--- config.mk ---
export PLATFORM = sky130hd
export DESIGN_NAME = decimal_integer_parser
export DESIGN_NICKNAME = d
export VERILOG_FILES = /design/src/rtl/dip_pkg.sv /design/src/rtl/decimal_integer_parser.sv
export SDC_FILE = /design/constraint.sdc
export NUM_CORES = 1
export LEC_CHECK = 0
export BUFFER_PORTS_ARGS = -buffer_cell sky130_fd_sc_hd__clkbuf_2
export CORE_ASPECT_RATIO = 1.4
export CORE_MARGIN = 5
export CORE_UTILIZATION = 50
export DETAILED_ROUTE_END_ITERATION = 16
export PLACE_DENSITY = 0.71
export SETUP_SLACK_MARGIN = 0.05
export SLEW_MARGIN = 20
export SYNTH_ARGS = -nofsm -noshare
export SYNTH_HDL_FRONTEND = slang
export SYNTH_SLANG_ARGS = --single-unit
export TNS_END_PERCENT = 5
--- constraint.sdc ---
create_clock -name clk -period 12.45 [get_ports clk]
set_input_delay 1.245 -clock clk [delete_from_list [all_inputs] [get_ports clk]]
set_output_delay 1.245 -clock clk [all_outputs]
set_load 0.05 [all_outputs]
--- src/rtl/dip_pkg.sv ---
package dip_pkg;

  localparam int CFG_INDEX_W = 2;

  localparam logic [CFG_INDEX_W-1:0] CFG_SIGN_MODE = 2'd0;
  localparam logic [CFG_INDEX_W-1:0] CFG_LO_LIMIT  = 2'd1;
  localparam logic [CFG_INDEX_W-1:0] CFG_HI_LIMIT  = 2'd2;

  localparam logic [1:0] ST_NONE  = 2'd0;
  localparam logic [1:0] ST_SET   = 2'd1;
  localparam logic [1:0] ST_RANGE = 2'd2;

  localparam logic [7:0] CHAR_ZERO  = 8'h30;
  localparam logic [7:0] CHAR_NINE  = 8'h39;
  localparam logic [7:0] CHAR_MINUS = 8'h2d;
  localparam logic [7:0] CHAR_PLUS  = 8'h2b;

  localparam logic signed [63:0] INT64_MIN = {1'b1, {63{1'b0}}};
  localparam logic signed [63:0] INT64_MAX = {1'b0, {63{1'b1}}};

  typedef struct packed {
    logic [7:0] char_byte;
    logic       start_flag;
  } item_t;

  typedef struct packed {
    logic [1:0]         status;
    logic signed [63:0] value;
    logic [15:0]        consumed_length;
  } result_t;

endpackage

--- src/rtl/decimal_integer_parser.sv ---
// item beats register into the stage register, result beats into the output register
// throughput: one item per cycle unless a result stalls; next-state path is a multiply
// by ten (shift-add), a digit add and an overflow check on a 68-bit sum, combinational
// a result beat waiting under stall holds items that would give a result; others pass
// rst (synchronous, active high) empties both registers, clears the parse to idle and
// loads sign_mode 0, lo_limit INT64_MIN, hi_limit INT64_MAX
module decimal_integer_parser
  import dip_pkg::*;
(
  input  logic                   clk,
  input  logic                   rst,
  input  logic                   item_valid,
  output logic                   item_stall,
  input  item_t                  item,
  output logic                   result_valid,
  input  logic                   result_stall,
  output result_t                result,
  input  logic                   cfg_write,
  input  logic [CFG_INDEX_W-1:0] cfg_index,
  input  logic [63:0]            cfg_data
);

  typedef enum logic [1:0] {
    PH_IDLE       = 2'd0,
    PH_NEED_DIGIT = 2'd1,
    PH_DIGITS     = 2'd2
  } phase_t;

  logic [1:0]         sign_mode;
  logic signed [63:0] lo_limit;
  logic signed [63:0] hi_limit;

  phase_t             phase, phase_next;
  logic               neg, neg_next;
  logic signed [63:0] acc, acc_next;
  logic [15:0]        count, count_next;

  logic  stage_valid;
  item_t stage;

  logic        proc_fire;
  logic        emit;
  logic [1:0]  emit_status;
  logic [63:0] emit_value;
  logic [15:0] emit_len;

  phase_t             eff_phase;
  logic               eff_neg;
  logic signed [63:0] eff_acc;
  logic [15:0]        eff_count;
  logic               is_digit;
  logic               sign_char;
  logic [3:0]         digit;
  logic [67:0]        acc_wide;
  logic [67:0]        acc_times10;
  logic [67:0]        acc_sum;
  logic               overflow;
  logic [15:0]        count_inc;

  always_ff @(posedge clk) begin
    if (rst) begin
      sign_mode <= 2'b00;
      lo_limit  <= INT64_MIN;
      hi_limit  <= INT64_MAX;
    end else if (cfg_write) begin
      case (cfg_index)
        CFG_SIGN_MODE: sign_mode <= cfg_data[1:0];
        CFG_LO_LIMIT:  lo_limit  <= cfg_data;
        CFG_HI_LIMIT:  hi_limit  <= cfg_data;
        default: ;
      endcase
    end
  end

  // datapath on the staged beat
  always_comb begin
    is_digit  = (stage.char_byte >= CHAR_ZERO) && (stage.char_byte <= CHAR_NINE);
    sign_char = stage.start_flag && (sign_mode == 2'b00) &&
                ((stage.char_byte == CHAR_MINUS) || (stage.char_byte == CHAR_PLUS));
    digit     = 4'(stage.char_byte - CHAR_ZERO);
    eff_phase = stage.start_flag ? PH_NEED_DIGIT : phase;
    eff_neg   = stage.start_flag ? sign_mode[1] : neg;
    eff_acc   = stage.start_flag ? 64'sd0 : acc;
    eff_count = stage.start_flag ? 16'd0 : count;

    acc_wide    = {{4{eff_acc[63]}}, eff_acc};
    acc_times10 = (acc_wide << 3) + (acc_wide << 1);
    acc_sum     = eff_neg ? acc_times10 - {64'd0, digit} : acc_times10 + {64'd0, digit};
    overflow    = !((acc_sum[67:63] == 5'b00000) || (acc_sum[67:63] == 5'b11111));
    count_inc   = (eff_count == 16'hffff) ? eff_count : eff_count + 16'd1;
  end

  always_comb begin
    phase_next  = phase;
    neg_next    = neg;
    acc_next    = acc;
    count_next  = count;
    emit        = 1'b0;
    emit_status = ST_NONE;
    emit_value  = 64'd0;
    emit_len    = 16'd0;
    if (sign_char) begin
      phase_next = PH_NEED_DIGIT;
      neg_next   = (stage.char_byte == CHAR_MINUS);
      acc_next   = 64'sd0;
      count_next = 16'd1;
    end else begin
      case (eff_phase)
        PH_NEED_DIGIT: begin
          neg_next   = eff_neg;
          acc_next   = eff_acc;
          count_next = eff_count;
          if (is_digit) begin
            acc_next   = acc_sum[63:0];
            count_next = count_inc;
            phase_next = PH_DIGITS;
          end else begin
            emit       = 1'b1;
            phase_next = PH_IDLE;
          end
        end
        PH_DIGITS: begin
          if (is_digit) begin
            if (overflow) begin
              emit        = 1'b1;
              emit_status = ST_RANGE;
              phase_next  = PH_IDLE;
            end else begin
              acc_next   = acc_sum[63:0];
              count_next = count_inc;
            end
          end else begin
            emit       = 1'b1;
            phase_next = PH_IDLE;
            if ((acc < lo_limit) || (acc > hi_limit)) begin
              emit_status = ST_RANGE;
            end else begin
              emit_status = ST_SET;
              emit_value  = acc;
              emit_len    = count;
            end
          end
        end
        default: begin
          phase_next = PH_IDLE;
        end
      endcase
    end
  end

  assign proc_fire  = stage_valid && (!emit || !result_valid || !result_stall);
  assign item_stall = stage_valid && !proc_fire;

  always_ff @(posedge clk) begin
    if (rst) begin
      stage_valid  <= 1'b0;
      result_valid <= 1'b0;
      phase        <= PH_IDLE;
      neg          <= 1'b0;
      acc          <= 64'sd0;
      count        <= 16'd0;
    end else begin
      if (!item_stall) begin
        stage_valid <= item_valid;
      end
      if (proc_fire) begin
        phase <= phase_next;
        neg   <= neg_next;
        acc   <= acc_next;
        count <= count_next;
      end
      if (proc_fire && emit) begin
        result_valid <= 1'b1;
      end else if (!result_stall) begin
        result_valid <= 1'b0;
      end
    end
  end

  always_ff @(posedge clk) begin
    if (item_valid && !item_stall) begin
      stage <= item;
    end
    if (proc_fire && emit) begin
      result.status          <= emit_status;
      result.value           <= emit_value;
      result.consumed_length <= emit_len;
    end
  end

  a_clear_unless_set: assert property (@(posedge clk) disable iff (rst)
    result_valid && (result.status != ST_SET) |->
      (result.value == 64'd0) && (result.consumed_length == 16'd0))
    else $error("value or length nonzero on a beat without a set status");

  a_status_code: assert property (@(posedge clk) disable iff (rst)
    result_valid |->
      (result.status == ST_NONE) || (result.status == ST_SET) || (result.status == ST_RANGE))
    else $error("undefined status code");

  a_acc_sign: assert property (@(posedge clk) disable iff (rst)
    (phase == PH_DIGITS) |-> (neg ? (acc <= 64'sd0) : (acc >= 64'sd0)))
    else $error("accumulator sign disagrees with the negative flag");

  a_stage_hold: assert property (@(posedge clk) disable iff (rst)
    stage_valid && !proc_fire |=> stage_valid && $stable(stage))
    else $error("staged beat lost while held");

  a_result_source: assert property (@(posedge clk) disable iff (rst)
    $rose(result_valid) |-> $past(proc_fire && emit))
    else $error("result beat without a finishing item");

endmodule
==> flow_metrics.env <==
export IMPL_die_area_um2=53200
export IMPL_synth_top_area_cell="dfxtp_1"
export IMPL_yosys_top_cells_area="dfxtp_1 18%, edfxtp_1 11%, ha_1 9.2%"
export IMPL_synth_cells=3096
export IMPL_leakagePower_nw=10.7
export IMPL_yosysWarnings=0
export IMPL_skew_ps=30.2
export IMPL_critPathLaunchType="flop"
export IMPL_fmax_mhz=103
export IMPL_stdcell_count=3805
export IMPL_routed_wl_um=97700
export IMPL_grt_pass1_wl_um=145000
export IMPL_antenna_found_initial=4
export IMPL_crit_arrival_ps=8440
export IMPL_clkTransAtPathRegs_ps=60
export IMPL_syn_area_per_cell_um2=7.85
export IMPL_start_util_pct=50.6
export IMPL_synth_seq_cells=306
export IMPL_insertedDiodeCount=0
export IMPL_drc=0
export IMPL_gp_congestion=1.05
export IMPL_crit_path_cell_trace="buf_12, nor2b_1, ha_1, nand4_1, or4_1, nor3_1, a211oi_1, xnor2_1, nand2_1, nor3_1, nand4_1, o32a_1, nor3_1, nor4_1, and4_1, o21ai_2, and3_1, and3_1, clkbuf_2"
export IMPL_rows=95
export IMPL_fin_crit_sh_pct=77.8
export IMPL_overflow=0
export IMPL_dr_pass1_iters=6
export IMPL_busiest_layer="met2"
export IMPL_crit_slowest_cell="or4_1"
export IMPL_numCtsBuffers=31
export IMPL_r2r_cells=19
export IMPL_clock_sinks=306
export IMPL_setup_viol_count_final=0
export IMPL_drive_gt1_share_pct=10.5
export IMPL_grt_usage_pct=35.1
export IMPL_cp_required_ps=11200
export IMPL_clk_path_buf_depth=3
export IMPL_dp_hpwl_um=77300
export IMPL_fin_crit_ps=9690
export IMPL_dp_cells=3747
export IMPL_first_iter_violations=2194
export IMPL_post_cts_resized=0
export IMPL_yosysUniqueCellTypes=110
export IMPL_worstSetupPathType="reg2out"
export IMPL_wl_per_cell_um=25.7
export IMPL_tightest_slew_ps=1220
export IMPL_multiInputGateArea_um2=15900
export IMPL_grt_pass1_vias=23888
export IMPL_maxCapViolCount=0
export IMPL_hold_violations=0
export IMPL_vdd_drop_max_v=0.000107
export IMPL_cts_root_buf="clkbuf_16"
export IMPL_synth_edf_count=91
export IMPL_die_x_um=196
export IMPL_holdBufCountCts=0
export IMPL_die_y_um=271
export IMPL_path_common_cell="nor3_1"
export IMPL_p_per_area_nw_per_um2=85.6
export IMPL_vias_per_cell=6.48
export IMPL_final_setup_tns_ps=0
export IMPL_hold_depth=2
export IMPL_clk_latency_ps=600
export IMPL_status="completed"
export IMPL_boundaryPins=164
export IMPL_area_growth_pct=9.26
export IMPL_synth_top_area_share_pct=17.7
export IMPL_dp_worst_setup_slack_ps=3570
export IMPL_slew_violations=0
export IMPL_critPathMaxStageDelay_ps=730
export IMPL_grtUsageMet3_pct=5.09
export IMPL_critPathMaxFanout=135
export IMPL_core_area_um2=48000
export IMPL_grtUsageMet1_pct=41.2
export IMPL_place_port_buffers=163
export IMPL_holdCritPathClass="reg2reg"
export IMPL_vias=24660
export IMPL_crit_path_end_kind="output port"
export IMPL_synthFlopType="dfxtp_1"
export IMPL_regArea_um2=7040
export IMPL_syn_nets=3356
export IMPL_rsz0062_at_grt="false"
export IMPL_grt_max_degree=136
export IMPL_cts_tree="built"
export IMPL_post_cts_buffers=0
export IMPL_max_slew_margin_pct=16.8
export IMPL_n_fill_cell=4455
export IMPL_worst_slack_ps=2760
export IMPL_syn_area_um2=24300
export IMPL_ys_seq_area_share_pct=29.0
export IMPL_cts_max_level=1
export IMPL_finalPower_w=0.00227
export IMPL_synthArstFlopShare_pct=0
export IMPL_finalNetCount=3410
export IMPL_use_met2_pct=61.1
export IMPL_antenna_left=0
## cell usage in the layout, fill, tap and decap left out, types with 30 or more instances in the layout
cell type	netlist	layout
nand2_1	364	364
a21oi_1	280	280
nor2_1	248	246
dfxtp_1	215	215
ha_1	179	179
inv_1	164	164
clkbuf_2	0	162
o21ai_0	153	153
and2_1	92	92
edfxtp_1	91	91
nor3_1	89	89
nand4_1	83	83
nor2b_1	79	79
a211o_1	73	73
nand3_1	69	69
xnor2_1	67	67
xor2_1	52	52
a21o_1	41	41
nor4_1	38	38
nand2b_1	35	35
clkbuf_16	0	32
o211ai_1	30	30
## power by group
part / leakage (nW) / switching [W] / internal [W] / total (W)
combinational: 7.52 / 0.000129 / 0.0000596 / 0.000188
sequential: 2.61 / 0.0000104 / 0.00105 / 0.00106
clock: 0.553 / 0.000416 / 0.000612 / 0.00103
## registers in the layout, summed over array words and instances, names as in the netlist
| name | flops |
|---|---|
| stage | 9 |
| result | 82 |
| phase | 2 |
| result_valid | 1 |
| neg | 1 |
| sign_mode | 2 |
| stage_valid | 1 |
| hi_limit | 64 |
| lo_limit | 64 |
| acc | 64 |
| count | 16 |
## per-layer routing
metal / wire [um] / vias to the layer above
met5: 13 / -
met4: 6480 / 2
met3: 7050 / 296
met2: 47700 / 1146
met1: 36500 / 11848
li1: - / 11368
## critical path, delay by kind of cell, from the launching register on
kind / cells / cell delay (ps)
and+or+nand+nor: 12 / 4180
AOI/OAI and AO/OA: 3 / 1120
buffers and inverters: 2 / 770
xor gates and xnor gates: 1 / 640
adders and majority gates: 1 / 580
DFF: 1 / 370
## path summary, 6_finish.rpt
path,start,end,slack (ps)
worst min register to register,lo_limit[25],lo_limit[25],460
worst max register to register,stage[0],acc[12],3540
worst min-delay path,lo_limit[25],lo_limit[25],460
worst max-delay path,stage[0],item_stall,2760
## kinds of logic after synthesis
logic type / share of synthesized area, %
AOI/OAI and AO/OA: 22.6
xor gates and xnor gates: 4.76
adders and majority gates: 9.43
buffers and inverters: 5.63
DFF: 29.0
muxes: 1.26
and+or+nand+nor: 27.3
## cell usage after synthesis, drive strengths merged (79+ instances only)
| cell | instances |
|---|---|
| nor2 | 248 |
| and2 | 94 |
| nor2b | 79 |
| dfxtp | 215 |
| o21ai | 171 |
| clkbuf | 99 |
| nand2 | 365 |
| edfxtp | 91 |
| nand4 | 83 |
| inv | 164 |
| ha | 179 |
| nor3 | 97 |
| a21oi | 284 |
## final cells by class
type	count	area share [%]
repair buffers	191	3.93
clock inverters	16	0.872
inverters	164	2.32
well taps	630	2.97
multi-input cells	2456	60.0
clock buffers	42	3.38
flip-flops and latches	306	26.5
## through the flow
step / area, um2 / utilization (%) / hold slack, ps
2_1_floorplan: 24300 / - / 436
3_3_place_gp: 25400 / 52.9 / 443
3_5_place_dp: 25400 / 52.9 / 446
4_1_cts: 26600 / 55.3 / 455
5_1_grt: 26600 / 55.3 / 478
6_report: 26600 / 55.3 / 457
Power figures use the tool's default switching activity.
